## src/design/esc_pkg.sv

```systemverilog
// Shared types, constants and calendar helpers for the epoch-seconds converter.
package esc_pkg;

  localparam int unsigned CFG_DATA_W = 17;
  localparam int unsigned CFG_IDX_W  = 1;

  localparam logic [CFG_IDX_W-1:0] REG_ZONE_OFFSET   = 1'd0;
  localparam logic [CFG_IDX_W-1:0] REG_DAYLIGHT_FLAG = 1'd1;

  localparam logic signed [16:0] ZONE_OFFSET_RESET   = 17'sd28800;
  localparam logic               DAYLIGHT_FLAG_RESET = 1'b1;

  localparam int unsigned DIVISOR_W = 18;

  localparam logic [DIVISOR_W-1:0] SECS_PER_DAY      = 18'd86400;
  localparam logic [DIVISOR_W-1:0] SECS_PER_HOUR     = 18'd3600;
  localparam logic [DIVISOR_W-1:0] SECS_PER_MIN      = 18'd60;
  localparam logic [DIVISOR_W-1:0] DAYS_PER_WEEK     = 18'd7;
  localparam logic [DIVISOR_W-1:0] DAYS_PER_CYCLE    = 18'd146097;
  localparam logic [DIVISOR_W-1:0] DAYS_1600_TO_1970 = 18'd135140;

  // Long division by a constant: one digit per pass, remainder and digit form
  // one word that is divided by multiplying with a scaled reciprocal.
  localparam int unsigned DIGIT_W = 8;
  localparam int unsigned REC_X_W = DIVISOR_W + DIGIT_W;
  localparam int unsigned REC_M_W = REC_X_W + 2;
  localparam int unsigned REC_P_W = REC_X_W + REC_M_W;

  // shift = word width plus the divisor's bit length; m = 2**shift / d + 1
  // gives the exact quotient for every word below 2**REC_X_W.
  localparam int unsigned SHIFT_DAY   = REC_X_W + 17;
  localparam int unsigned SHIFT_HOUR  = REC_X_W + 12;
  localparam int unsigned SHIFT_MIN   = REC_X_W + 6;
  localparam int unsigned SHIFT_WEEK  = REC_X_W + 3;
  localparam int unsigned SHIFT_CYCLE = REC_X_W + 18;

  localparam logic [REC_M_W-1:0] RECIP_DAY =
    REC_M_W'((64'd1 << SHIFT_DAY) / 64'(SECS_PER_DAY) + 64'd1);
  localparam logic [REC_M_W-1:0] RECIP_HOUR =
    REC_M_W'((64'd1 << SHIFT_HOUR) / 64'(SECS_PER_HOUR) + 64'd1);
  localparam logic [REC_M_W-1:0] RECIP_MIN =
    REC_M_W'((64'd1 << SHIFT_MIN) / 64'(SECS_PER_MIN) + 64'd1);
  localparam logic [REC_M_W-1:0] RECIP_WEEK =
    REC_M_W'((64'd1 << SHIFT_WEEK) / 64'(DAYS_PER_WEEK) + 64'd1);
  localparam logic [REC_M_W-1:0] RECIP_CYCLE =
    REC_M_W'((64'd1 << SHIFT_CYCLE) / 64'(DAYS_PER_CYCLE) + 64'd1);

  localparam logic [8:0] DAYS_COMMON_YEAR = 9'd365;
  localparam logic [8:0] DAYS_LEAP_YEAR   = 9'd366;
  localparam logic [3:0] LAST_MONTH       = 4'd11;
  localparam logic [1:0] LEAP_PERIOD_LAST = 2'd3;
  localparam logic [6:0] CENTURY_LAST     = 7'd99;

  typedef enum logic [2:0] {
    OP_DAY,
    OP_HOUR,
    OP_MIN,
    OP_WEEK,
    OP_CYCLE
  } div_op_t;

  typedef enum logic [2:0] {
    S_IDLE,
    S_LOAD,
    S_RUN,
    S_YEAR,
    S_MONTH,
    S_DONE
  } ctrl_state_t;

  typedef struct packed {
    logic    load_in;
    logic    div_load;
    logic    div_step;
    logic    div_capt;
    div_op_t op;
    logic    year_step;
    logic    month_step;
    logic    out_load;
  } cmd_t;

  typedef struct packed {
    logic div_done;
    logic year_fit;
    logic month_fit;
    logic out_free;
  } status_t;

  // Days in a month, months counted from 0.
  function automatic logic [4:0] month_len(input logic [3:0] mon, input logic leap);
    logic [4:0] len;
    case (mon)
      4'd1:                      len = leap ? 5'd29 : 5'd28;
      4'd3, 4'd5, 4'd8, 4'd10:   len = 5'd30;
      default:                   len = 5'd31;
    endcase
    return len;
  endfunction

endpackage

```

## src/design/esc_div.sv

```systemverilog
// Constant divider shared by all conversion divisions, working one quotient digit at a time.
module esc_div #(
  parameter int unsigned TW = 37
) (
  input  logic                          clk,
  input  logic                          rst_n,
  input  logic                          load,
  input  logic                          step,
  input  esc_pkg::div_op_t              op,
  input  logic [TW-1:0]                 dividend,
  output logic [TW-1:0]                 quot,
  output logic [esc_pkg::DIVISOR_W-1:0] prem,
  output logic                          done
);
  import esc_pkg::*;

  localparam int unsigned ND = (TW + DIGIT_W - 1) / DIGIT_W;
  localparam int unsigned NW = ND * DIGIT_W;
  localparam int unsigned CW = $clog2(2 * ND + 1);

  logic [NW-1:0]        dvd_r, dvd_nxt;
  logic [DIVISOR_W-1:0] prem_r, prem_nxt;
  logic [DIGIT_W-1:0]   qd_r, qd_nxt;
  logic [CW-1:0]        cnt_r, cnt_nxt;
  logic [REC_X_W-1:0]   x, qprod;
  logic [DIVISOR_W-1:0] dvs;
  logic [REC_M_W-1:0]   recip;
  logic [REC_P_W-1:0]   prod;
  logic [DIGIT_W-1:0]   qd;

  // Partial remainder with the next dividend digit appended.
  assign x = {prem_r, dvd_r[NW-1 -: DIGIT_W]};

  always_comb begin
    case (op)
      OP_HOUR:  begin dvs = SECS_PER_HOUR;  recip = RECIP_HOUR;  end
      OP_MIN:   begin dvs = SECS_PER_MIN;   recip = RECIP_MIN;   end
      OP_WEEK:  begin dvs = DAYS_PER_WEEK;  recip = RECIP_WEEK;  end
      OP_CYCLE: begin dvs = DAYS_PER_CYCLE; recip = RECIP_CYCLE; end
      default:  begin dvs = SECS_PER_DAY;   recip = RECIP_DAY;   end
    endcase
  end

  assign prod = REC_P_W'(x) * REC_P_W'(recip);

  always_comb begin
    case (op)
      OP_HOUR:  qd = prod[SHIFT_HOUR +: DIGIT_W];
      OP_MIN:   qd = prod[SHIFT_MIN +: DIGIT_W];
      OP_WEEK:  qd = prod[SHIFT_WEEK +: DIGIT_W];
      OP_CYCLE: qd = prod[SHIFT_CYCLE +: DIGIT_W];
      default:  qd = prod[SHIFT_DAY +: DIGIT_W];
    endcase
  end

  assign qprod = REC_X_W'(qd_r) * REC_X_W'(dvs);

  // Even count: register the quotient digit; odd count: shift it in and
  // keep the new partial remainder.
  always_comb begin
    dvd_nxt  = dvd_r;
    prem_nxt = prem_r;
    qd_nxt   = qd_r;
    cnt_nxt  = cnt_r;
    if (load) begin
      dvd_nxt  = NW'(dividend);
      prem_nxt = '0;
      cnt_nxt  = CW'(2 * ND);
    end else if (step && (cnt_r != '0)) begin
      cnt_nxt = cnt_r - 1'b1;
      if (!cnt_r[0]) begin
        qd_nxt = qd;
      end else begin
        dvd_nxt  = {dvd_r[NW-DIGIT_W-1:0], qd_r};
        prem_nxt = DIVISOR_W'(x - qprod);
      end
    end
  end

  always_ff @(posedge clk) begin
    dvd_r  <= dvd_nxt;
    prem_r <= prem_nxt;
    qd_r   <= qd_nxt;
    if (!rst_n) begin
      cnt_r <= '0;
    end else begin
      cnt_r <= cnt_nxt;
    end
  end

  assign quot = dvd_r[TW-1:0];
  assign prem = prem_r;
  assign done = (cnt_r == '0);

endmodule

```

## src/design/esc_ctrl.sv

```systemverilog
// Sequencer that steps the datapath through divisions, year walk and month walk.
module esc_ctrl (
  input  logic             clk,
  input  logic             rst_n,
  input  logic             in_valid,
  output logic             in_stall,
  input  esc_pkg::status_t status,
  output esc_pkg::cmd_t    cmd
);
  import esc_pkg::*;

  ctrl_state_t state_r, state_nxt;
  div_op_t     op_r, op_nxt;

  // Next state.
  always_comb begin
    state_nxt = state_r;
    op_nxt    = op_r;
    unique case (state_r)
      S_IDLE: begin
        if (in_valid) begin
          state_nxt = S_LOAD;
          op_nxt    = OP_DAY;
        end
      end
      S_LOAD: state_nxt = S_RUN;
      S_RUN: begin
        if (status.div_done) begin
          unique case (op_r)
            OP_DAY:   begin op_nxt = OP_HOUR;  state_nxt = S_LOAD; end
            OP_HOUR:  begin op_nxt = OP_MIN;   state_nxt = S_LOAD; end
            OP_MIN:   begin op_nxt = OP_WEEK;  state_nxt = S_LOAD; end
            OP_WEEK:  begin op_nxt = OP_CYCLE; state_nxt = S_LOAD; end
            OP_CYCLE: state_nxt = S_YEAR;
            default:  state_nxt = S_IDLE;
          endcase
        end
      end
      S_YEAR:  if (status.year_fit) state_nxt = S_MONTH;
      S_MONTH: if (status.month_fit) state_nxt = S_DONE;
      S_DONE:  if (status.out_free) state_nxt = S_IDLE;
      default: state_nxt = S_IDLE;
    endcase
  end

  // Outputs.
  always_comb begin
    cmd      = '0;
    cmd.op   = op_r;
    in_stall = 1'b1;
    unique case (state_r)
      S_IDLE: begin
        in_stall    = 1'b0;
        cmd.load_in = in_valid;
      end
      S_LOAD:  cmd.div_load = 1'b1;
      S_RUN: begin
        cmd.div_step = ~status.div_done;
        cmd.div_capt = status.div_done;
      end
      S_YEAR:  cmd.year_step  = 1'b1;
      S_MONTH: cmd.month_step = 1'b1;
      S_DONE:  cmd.out_load   = status.out_free;
      default: cmd = '0;
    endcase
  end

  always_ff @(posedge clk) begin
    if (!rst_n) begin
      state_r <= S_IDLE;
      op_r    <= OP_DAY;
    end else begin
      state_r <= state_nxt;
      op_r    <= op_nxt;
    end
  end

endmodule

```

## src/design/esc_dpath.sv

```systemverilog
// Datapath: zone adjust, shared divider, year and month walk, config and result registers.
module esc_dpath #(
  parameter int unsigned SECONDS_WIDTH = 36
) (
  input  logic                           clk,
  input  logic                           rst_n,
  input  esc_pkg::cmd_t                  cmd,
  output esc_pkg::status_t               status,
  input  logic                           cfg_we,
  input  logic [esc_pkg::CFG_IDX_W-1:0]  cfg_index,
  input  logic [esc_pkg::CFG_DATA_W-1:0] cfg_wdata,
  input  logic [SECONDS_WIDTH-1:0]       in_epoch_seconds,
  input  logic                           in_command,
  output logic                           out_valid,
  input  logic                           out_stall,
  output logic [5:0]                     out_second,
  output logic [5:0]                     out_minute,
  output logic [4:0]                     out_hour,
  output logic [2:0]                     out_weekday,
  output logic [11:0]                    out_year_since_1900,
  output logic [8:0]                     out_day_of_year,
  output logic [3:0]                     out_month,
  output logic [4:0]                     out_day_of_month,
  output logic signed [0:0]              out_dst_state,
  output logic                           out_underflow
);
  import esc_pkg::*;

  localparam int unsigned SW = SECONDS_WIDTH;
  localparam int unsigned TW = (SW < 64) ? SW + 1 : 64;
  localparam int unsigned DW = TW - 16;

  // Configuration.
  logic signed [16:0] zone_r;
  logic               dayl_r;

  always_ff @(posedge clk) begin
    if (!rst_n) begin
      zone_r <= ZONE_OFFSET_RESET;
      dayl_r <= DAYLIGHT_FLAG_RESET;
    end else if (cfg_we) begin
      unique case (cfg_index)
        REG_ZONE_OFFSET:   zone_r <= $signed(cfg_wdata);
        REG_DAYLIGHT_FLAG: dayl_r <= cfg_wdata[0];
        default: ;
      endcase
    end
  end

  // Zone adjustment.
  logic [SW:0]   t_ext, mag_ext, zo_ext, sum, dif;
  logic [16:0]   mag;
  logic [TW-1:0] t_adj;
  logic          under_adj;

  assign t_ext   = {1'b0, in_epoch_seconds};
  assign mag     = 17'(~zone_r + 17'sd1);
  assign mag_ext = (SW + 1)'(mag);
  assign zo_ext  = (SW + 1)'(zone_r[15:0]);
  assign sum     = t_ext + mag_ext;
  assign dif     = t_ext - zo_ext;

  always_comb begin
    under_adj = 1'b0;
    t_adj     = t_ext[TW-1:0];
    if (in_command) begin
      if (zone_r[16]) begin
        t_adj = (SW == 64 && sum[SW]) ? '1 : sum[TW-1:0];
      end else if (t_ext >= zo_ext) begin
        t_adj = dif[TW-1:0];
      end else begin
        t_adj     = '0;
        under_adj = 1'b1;
      end
    end
  end

  // Working registers.
  logic [TW-1:0] t_r;
  logic          under_r;
  logic [DW-1:0] days_r;
  logic [16:0]   rem_r;
  logic [4:0]    hour_r;
  logic [5:0]    min_r, sec_r;
  logic [2:0]    wday_r;
  logic [11:0]   yb_r;
  logic [17:0]   r_r;
  logic [8:0]    k_r;
  logic [1:0]    mod4_r;
  logic [6:0]    mod100_r;
  logic [8:0]    yday_r;
  logic [3:0]    mon_r;

  // Divider feed.
  logic [TW-1:0]        dividend, quot;
  logic [DIVISOR_W-1:0] prem;
  logic                 div_done;

  always_comb begin
    case (cmd.op)
      OP_HOUR:  dividend = TW'(rem_r);
      OP_MIN:   dividend = TW'(rem_r[11:0]);
      OP_WEEK:  dividend = TW'(days_r);
      OP_CYCLE: dividend = TW'(days_r) + TW'(DAYS_1600_TO_1970);
      default:  dividend = t_r;
    endcase
  end

  esc_div #(.TW(TW)) u_div (
    .clk      (clk),
    .rst_n    (rst_n),
    .load     (cmd.div_load),
    .step     (cmd.div_step),
    .op       (cmd.op),
    .dividend (dividend),
    .quot     (quot),
    .prem     (prem),
    .done     (div_done)
  );

  // Year and month walk.
  logic       leap;
  logic [8:0] ylen;
  logic [4:0] mlen;
  logic       year_fit, month_fit;
  logic [3:0] wsum;
  logic [23:0] yb_full;

  assign leap      = ((mod4_r == '0) && (mod100_r != '0)) || (k_r == '0);
  assign ylen      = leap ? DAYS_LEAP_YEAR : DAYS_COMMON_YEAR;
  assign mlen      = month_len(mon_r, leap);
  assign year_fit  = r_r < 18'(ylen);
  assign month_fit = (mon_r == LAST_MONTH) || (r_r < 18'(mlen));
  assign wsum      = {1'b0, prem[2:0]} + 4'd4;
  assign yb_full   = 24'(quot[11:0]) * 24'd400 - 24'd300;

  always_ff @(posedge clk) begin
    if (cmd.load_in) begin
      t_r     <= t_adj;
      under_r <= under_adj;
    end
    if (cmd.div_capt) begin
      case (cmd.op)
        OP_DAY: begin
          days_r <= quot[DW-1:0];
          rem_r  <= prem[16:0];
        end
        OP_HOUR: begin
          hour_r <= quot[4:0];
          rem_r  <= prem[16:0];
        end
        OP_MIN: begin
          min_r <= quot[5:0];
          sec_r <= prem[5:0];
        end
        OP_WEEK:  wday_r <= (wsum >= 4'd7) ? 3'(wsum - 4'd7) : wsum[2:0];
        OP_CYCLE: begin
          yb_r     <= yb_full[11:0];
          r_r      <= prem;
          k_r      <= '0;
          mod4_r   <= '0;
          mod100_r <= '0;
        end
        default: ;
      endcase
    end
    if (cmd.year_step) begin
      if (year_fit) begin
        yday_r <= r_r[8:0];
        mon_r  <= '0;
      end else begin
        r_r      <= r_r - 18'(ylen);
        k_r      <= k_r + 1'b1;
        mod4_r   <= (mod4_r == LEAP_PERIOD_LAST) ? 2'd0 : mod4_r + 1'b1;
        mod100_r <= (mod100_r == CENTURY_LAST) ? 7'd0 : mod100_r + 1'b1;
      end
    end
    if (cmd.month_step && !month_fit) begin
      r_r   <= r_r - 18'(mlen);
      mon_r <= mon_r + 1'b1;
    end
  end

  // Result register.
  logic out_valid_r;

  always_ff @(posedge clk) begin
    if (!rst_n) begin
      out_valid_r <= 1'b0;
    end else if (cmd.out_load) begin
      out_valid_r <= 1'b1;
    end else if (!out_stall) begin
      out_valid_r <= 1'b0;
    end
  end

  always_ff @(posedge clk) begin
    if (cmd.out_load) begin
      out_second          <= sec_r;
      out_minute          <= min_r;
      out_hour            <= hour_r;
      out_weekday         <= wday_r;
      out_year_since_1900 <= yb_r + 12'(k_r);
      out_day_of_year     <= yday_r;
      out_month           <= mon_r;
      out_day_of_month    <= 5'(r_r[4:0] + 5'd1);
      out_dst_state       <= dayl_r;
      out_underflow       <= under_r;
    end
  end

  assign out_valid        = out_valid_r;
  assign status.div_done  = div_done;
  assign status.year_fit  = year_fit;
  assign status.month_fit = month_fit;
  assign status.out_free  = !out_valid_r || !out_stall;

endmodule

```

## src/design/epoch_seconds_to_calendar_top.sv

```systemverilog
// Top level of the epoch-seconds to Gregorian calendar converter.
//
// Converts a count of seconds since 1970-01-01 00:00:00 into second, minute,
// hour, weekday (0 is Sunday), year since 1900, day of year, month (0 is
// January) and day of month (from 1). With in_command high the configured
// zone offset is subtracted first; a result below the epoch clamps to the
// epoch and raises out_underflow. out_dst_state carries the daylight
// flag bit as is. One item is in conversion at a time: in_stall is low only while the
// converter is idle, and the finished result sits in an output register, so
// the next transfer is taken while that result still waits downstream.
// The converter divides with five passes of one constant divider (seconds per
// day, per hour, per minute, days per week, days per 400-year cycle), each
// taking one 8-bit dividend digit at a time by reciprocal multiplication, with
// a setup step before and a capture step after. It then walks the years inside
// the 400-year Gregorian cycle (up to 399), subtracting one year length per
// cycle, and the months of the year (up to 11). A stalled result holds the
// converter in its last state until the output register frees up. Write
// configuration only while the converter is idle.
module epoch_seconds_to_calendar_top #(
  parameter int unsigned SECONDS_WIDTH = 36
) (
  input  logic                           clk,
  input  logic                           rst_n,
  // Configuration write port
  input  logic                           cfg_we,
  input  logic [esc_pkg::CFG_IDX_W-1:0]  cfg_index,
  input  logic [esc_pkg::CFG_DATA_W-1:0] cfg_wdata,
  // Input channel
  input  logic                           in_valid,
  output logic                           in_stall,
  input  logic [SECONDS_WIDTH-1:0]       in_epoch_seconds,
  input  logic                           in_command,
  // Result channel
  output logic                           out_valid,
  input  logic                           out_stall,
  output logic [5:0]                     out_second,
  output logic [5:0]                     out_minute,
  output logic [4:0]                     out_hour,
  output logic [2:0]                     out_weekday,
  output logic [11:0]                    out_year_since_1900,
  output logic [8:0]                     out_day_of_year,
  output logic [3:0]                     out_month,
  output logic [4:0]                     out_day_of_month,
  output logic signed [0:0]              out_dst_state,
  output logic                           out_underflow
);
  import esc_pkg::*;

  cmd_t    cmd;
  status_t status;

  // Sequence each transfer through the divider passes and the calendar walk.
  esc_ctrl u_ctrl (
    .clk      (clk),
    .rst_n    (rst_n),
    .in_valid (in_valid),
    .in_stall (in_stall),
    .status   (status),
    .cmd      (cmd)
  );

  // Hold configuration, working values and the result register.
  esc_dpath #(.SECONDS_WIDTH(SECONDS_WIDTH)) u_dpath (
    .clk                 (clk),
    .rst_n               (rst_n),
    .cmd                 (cmd),
    .status              (status),
    .cfg_we              (cfg_we),
    .cfg_index           (cfg_index),
    .cfg_wdata           (cfg_wdata),
    .in_epoch_seconds    (in_epoch_seconds),
    .in_command          (in_command),
    .out_valid           (out_valid),
    .out_stall           (out_stall),
    .out_second          (out_second),
    .out_minute          (out_minute),
    .out_hour            (out_hour),
    .out_weekday         (out_weekday),
    .out_year_since_1900 (out_year_since_1900),
    .out_day_of_year     (out_day_of_year),
    .out_month           (out_month),
    .out_day_of_month    (out_day_of_month),
    .out_dst_state       (out_dst_state),
    .out_underflow       (out_underflow)
  );

endmodule
```

## config.mk

```make
export PLATFORM = sky130hd
export DESIGN_NAME = epoch_seconds_to_calendar_top
export DESIGN_NICKNAME = d
export VERILOG_FILES = /design/src/design/esc_pkg.sv /design/src/design/esc_div.sv /design/src/design/esc_ctrl.sv /design/src/design/esc_dpath.sv /design/src/design/epoch_seconds_to_calendar_top.sv
export SDC_FILE = /design/constraint.sdc
export NUM_CORES = 2
export LEC_CHECK = 0
export BUFFER_PORTS_ARGS = -buffer_cell sky130_fd_sc_hd__buf_2
export CORE_AREA = 2 2 263 265
export DETAILED_ROUTE_END_ITERATION = 8
export DIE_AREA = 0 0 265 267
export GPL_TIMING_DRIVEN = 0
export PLACE_DENSITY = 0.77
export RECOVER_POWER = 50
export SKIP_LAST_GASP = 1
export SYNTH_ARGS = -nofsm -noshare
export SYNTH_HDL_FRONTEND = slang
export SYNTH_SLANG_ARGS = --single-unit
```

## constraint.sdc

```tcl
create_clock -name clk -period 17.45 [get_ports clk]
set_clock_uncertainty 0.15 [all_clocks]
set_input_delay 4.3625 -clock clk [delete_from_list [all_inputs] [get_ports clk]]
set_output_delay 4.3625 -clock clk [all_outputs]
set_load 0.02 [all_outputs]
```

==> flow_summary.yaml <==
timing:
  relSlewSlack: -0.1677
  setup_viol: 0
  fmax_mhz: 75.44
  hold_violations: 0
  finalCriticalPeriod_ns: 13.26
  slew_violations: 118
  finalCritPeriodShare: 0.7596
  worst_pin_slew_ns: 1.745
  rsz0062_at_grt: "no"
  tns_ns: 0
floorplan:
  dieHeight_um: 267
  dieArea_um2: 70760
  rows: 96
  die_x_um: 265
  fp.coreArea_um2: 67990
  start_util: 0.5941
  ioPinCount: 114
job:
  drv_cap: 8
global_route:
  grt_max_degree: 40
  grt_first_pass_wirelength_um: 215000
  antenna_found_initial: 12
  grt-ovfl-total: 0
  first_global_vias: 33350
  track_usage: 0.4238
clocking:
  cts_hold_buffers: 0
  cts_resized: 0
  numCtsBuffers: 34
  clkSlewWorstSetupHoldPaths_ns: 0.07
  post_cts_buffers: 0
  h-tree-depth: 2
  clock_sinks: 300
  cts_tree: "yes"
  clk_latency_ns: 0.56
  cts-root-buf: "clkbuf_16"
  cts_buffer_depth: 3
synthesis:
  syn_nets: 5356
  yosysSeqAreaShare: 0.2017
  yosysWarnings: 0
  synth-edff-count: 214
  ys_ff_latch: 300
  syn_avg_cell_area_um2: 9.348
  synthesis.area_um2: 40390
  synth_area_leaders: "fa_1 (32%), edfxtp_1 (16%), ha_1 (10%)"
  yosysTopAreaCell: "fa_1"
  synth.distinct_cells: 90
  synth_top_area_frac: 0.3222
  syn_inst: 4321
  ys_async_sr_fraction: 0
  synth_ff_type: "edfxtp_1"
placed_design:
  hpwl_um: 119900
  gp_congestion: 1.087
  numPortBuffers: 106
routing:
  drt-initial-drc-count: 3924
  firstDrtPassIters: 8
  wl_met1_um: 55940
  vias: 33160
  ant_nets: 0
  met2_length_um: 63590
  post-route-drc-count: 0
  viasPerCell: 6.158
  routed.top_layer: "met4"
  route.met3.wl_um: 19010
  post_drt_wl_per_cell_um: 27.51
  wirelength_um: 148100
hold_path:
  holdPathStages: 0
  hp-class: "reg2reg"
critical_path:
  crit_path_end_kind: "register"
  path_common_cell: "fa_1"
  worstSetupPathType: "reg2reg"
  cp_max_fo: 11
  crit_slowest_cell: "clkbuf_1"
  reg2reg_depth: 29
  critPathLaunchType: "register"
  cp.arrival_ns: 13.53
  r2r_slack_ns: 4.19
  critPathMaxStageDelay_ns: 1.22
  required_ns: 17.73
pwr:
  leakage_nw: 21.35
  cellPowerDensity_nw_per_um2: 89.88
  peakVddDrop_uv: 122.7
finish:
  fillers: 5815
  fin_util: 0.6360
  fin_nets: 5504
  multi_input_area_um2: 28080
  drive_gt1_frac: 0.04696
  area_delta_synth_final_pct: 7.044
  regArea_um2: 8148
run_status:
  violations: "capacitance limit, slew limit"
  status: "complete, but fails checks"
==> flip-flops by register name, summed over array words and instances, names as in the netlist, 5 cells and up <==
signal / flops
u_dpath.rem_r: 17
u_dpath.out_day_of_year: 9
u_dpath.out_hour: 5
u_dpath.t_r: 37
u_dpath.yb_r: 8
u_dpath.out_year_since_1900: 12
u_dpath.hour_r: 5
u_dpath.min_r: 6
u_dpath.zone_r: 17
u_dpath.mod100_r: 7
u_dpath.u_div.dvd_r: 40
u_dpath.out_minute: 6
u_dpath.u_div.qd_r: 8
u_dpath.u_div.prem: 18
u_dpath.out_day_of_month: 5
u_dpath.days_r: 21
u_dpath.yday_r: 9
u_dpath.k_r: 9
u_dpath.r_r: 18
u_dpath.sec_r: 6
u_dpath.out_second: 6
==> worst paths after layout <==
kind                                endpoint         startpoint
hold / removal    u_dpath.out_day_of_year[2]  u_dpath.yday_r[2]
setup / recovery       u_dpath.u_div.qd_r[7]  u_ctrl.state_r[2]
hold reg to reg   u_dpath.out_day_of_year[2]  u_dpath.yday_r[2]
setup reg to reg       u_dpath.u_div.qd_r[7]  u_ctrl.state_r[2]
==> cell type report <==
type,instances,share of cell area
Inverter,937,0.08135
Clock buffer,42,0.02107
Timing Repair Buffer,112,0.01372
Antenna cell,10,0.0005788
Tap cell,882,0.02552
Sequential cell,300,0.1884
Clock inverter,18,0.004601
Multi-Input combinational cell,2910,0.6494
Buffer,174,0.01534
==> per-stage QoR <==
step           cell area (um^2)  hold WS (ns)  total power, mW  worst slack [ns]  std cells
2_1_floorplan             40390        0.2503            2.445             8.949       4321
3_3_place_gp              42030        0.2510            3.034             4.601       5309
3_5_place_dp              42130        0.2545            3.087             4.821       5313
4_1_cts                   43240        0.2678            3.835             4.754       5373
5_1_grt                   43220        0.2739            4.148             4.388       5378
6_report                  43240        0.2667            3.886             4.195       5385
==> cells in the mapped netlist (46+ instances only) <==
cell type and count:
nand2_1 433, edfxtp_1 214, ha_1 325, a21o_1 46, and2_1 104, fa_1 650
dfxtp_1 86, clkbuf_1 157, xnor2_1 95, and3_1 67, inv_1 932, o21ai_0 180
nor3_1 49, a21oi_1 111, nand3_1 74, nor2_1 247
==> per-layer routing <==
metal | vias to the layer above | global-route usage
li1 | 14150 | -
met1 | 16210 | 0.5517
met2 | 2278 | 0.6338
met3 | 524 | 0.1334
met4 | 0 | 0.2289
met5 | - | 0
==> critical path: cells and delay by family, from the launching register on <==
kind | cells | cell delay [ns]
buffers and inverters | 6 | 1.94
flip-flops | 1 | 0.30
adder cells (fa/ha/maj) | 8 | 3.69
AO/OA/AOI/OAI | 7 | 3.27
AND/OR/NAND/NOR | 8 | 3.73
==> where the power goes <==
group / internal (mW) / switching [mW] / leakage, nW / total [mW]
sequential: 0.881 / 0.0796 / 2.64 / 0.960
clock: 0.420 / 0.310 / 0.547 / 0.729
combinational: 0.828 / 1.37 / 18.2 / 2.20
==> cells in the final DEF (no fill, tap or decap), types with 34 or more instances in the layout <==
| cell | n |
|---|---|
| a21o_1 | 46 |
| a21oi_1 | 110 |
| a31oi_1 | 34 |
| and2_1 | 104 |
| and3_1 | 67 |
| buf_2 | 108 |
| clkbuf_1 | 170 |
| clkbuf_16 | 34 |
| dfxtp_1 | 86 |
| edfxtp_1 | 214 |
| fa_1 | 650 |
| ha_1 | 325 |
| inv_1 | 932 |
| nand2_1 | 433 |
| nand3_1 | 74 |
| nor2_1 | 247 |
| nor3_1 | 49 |
| o21ai_0 | 180 |
| xnor2_1 | 95 |
| xor2_1 | 43 |
==> cells by family (layout without fill, tap and decap cells) <==
kind of cell / after synthesis / after routing / share of synthesized area
compound gates: 630 / 630 / 0.1023
xor+xnor: 138 / 138 / 0.02992
fa+ha+maj: 975 / 975 / 0.4228
buf+inv: 1111 / 1283 / 0.1036
flops: 300 / 300 / 0.2017
mux: 28 / 28 / 0.007125
other cells: 0 / 10 / 0
simple gates: 1139 / 1139 / 0.1325
Power figures use the tool's default switching activity.
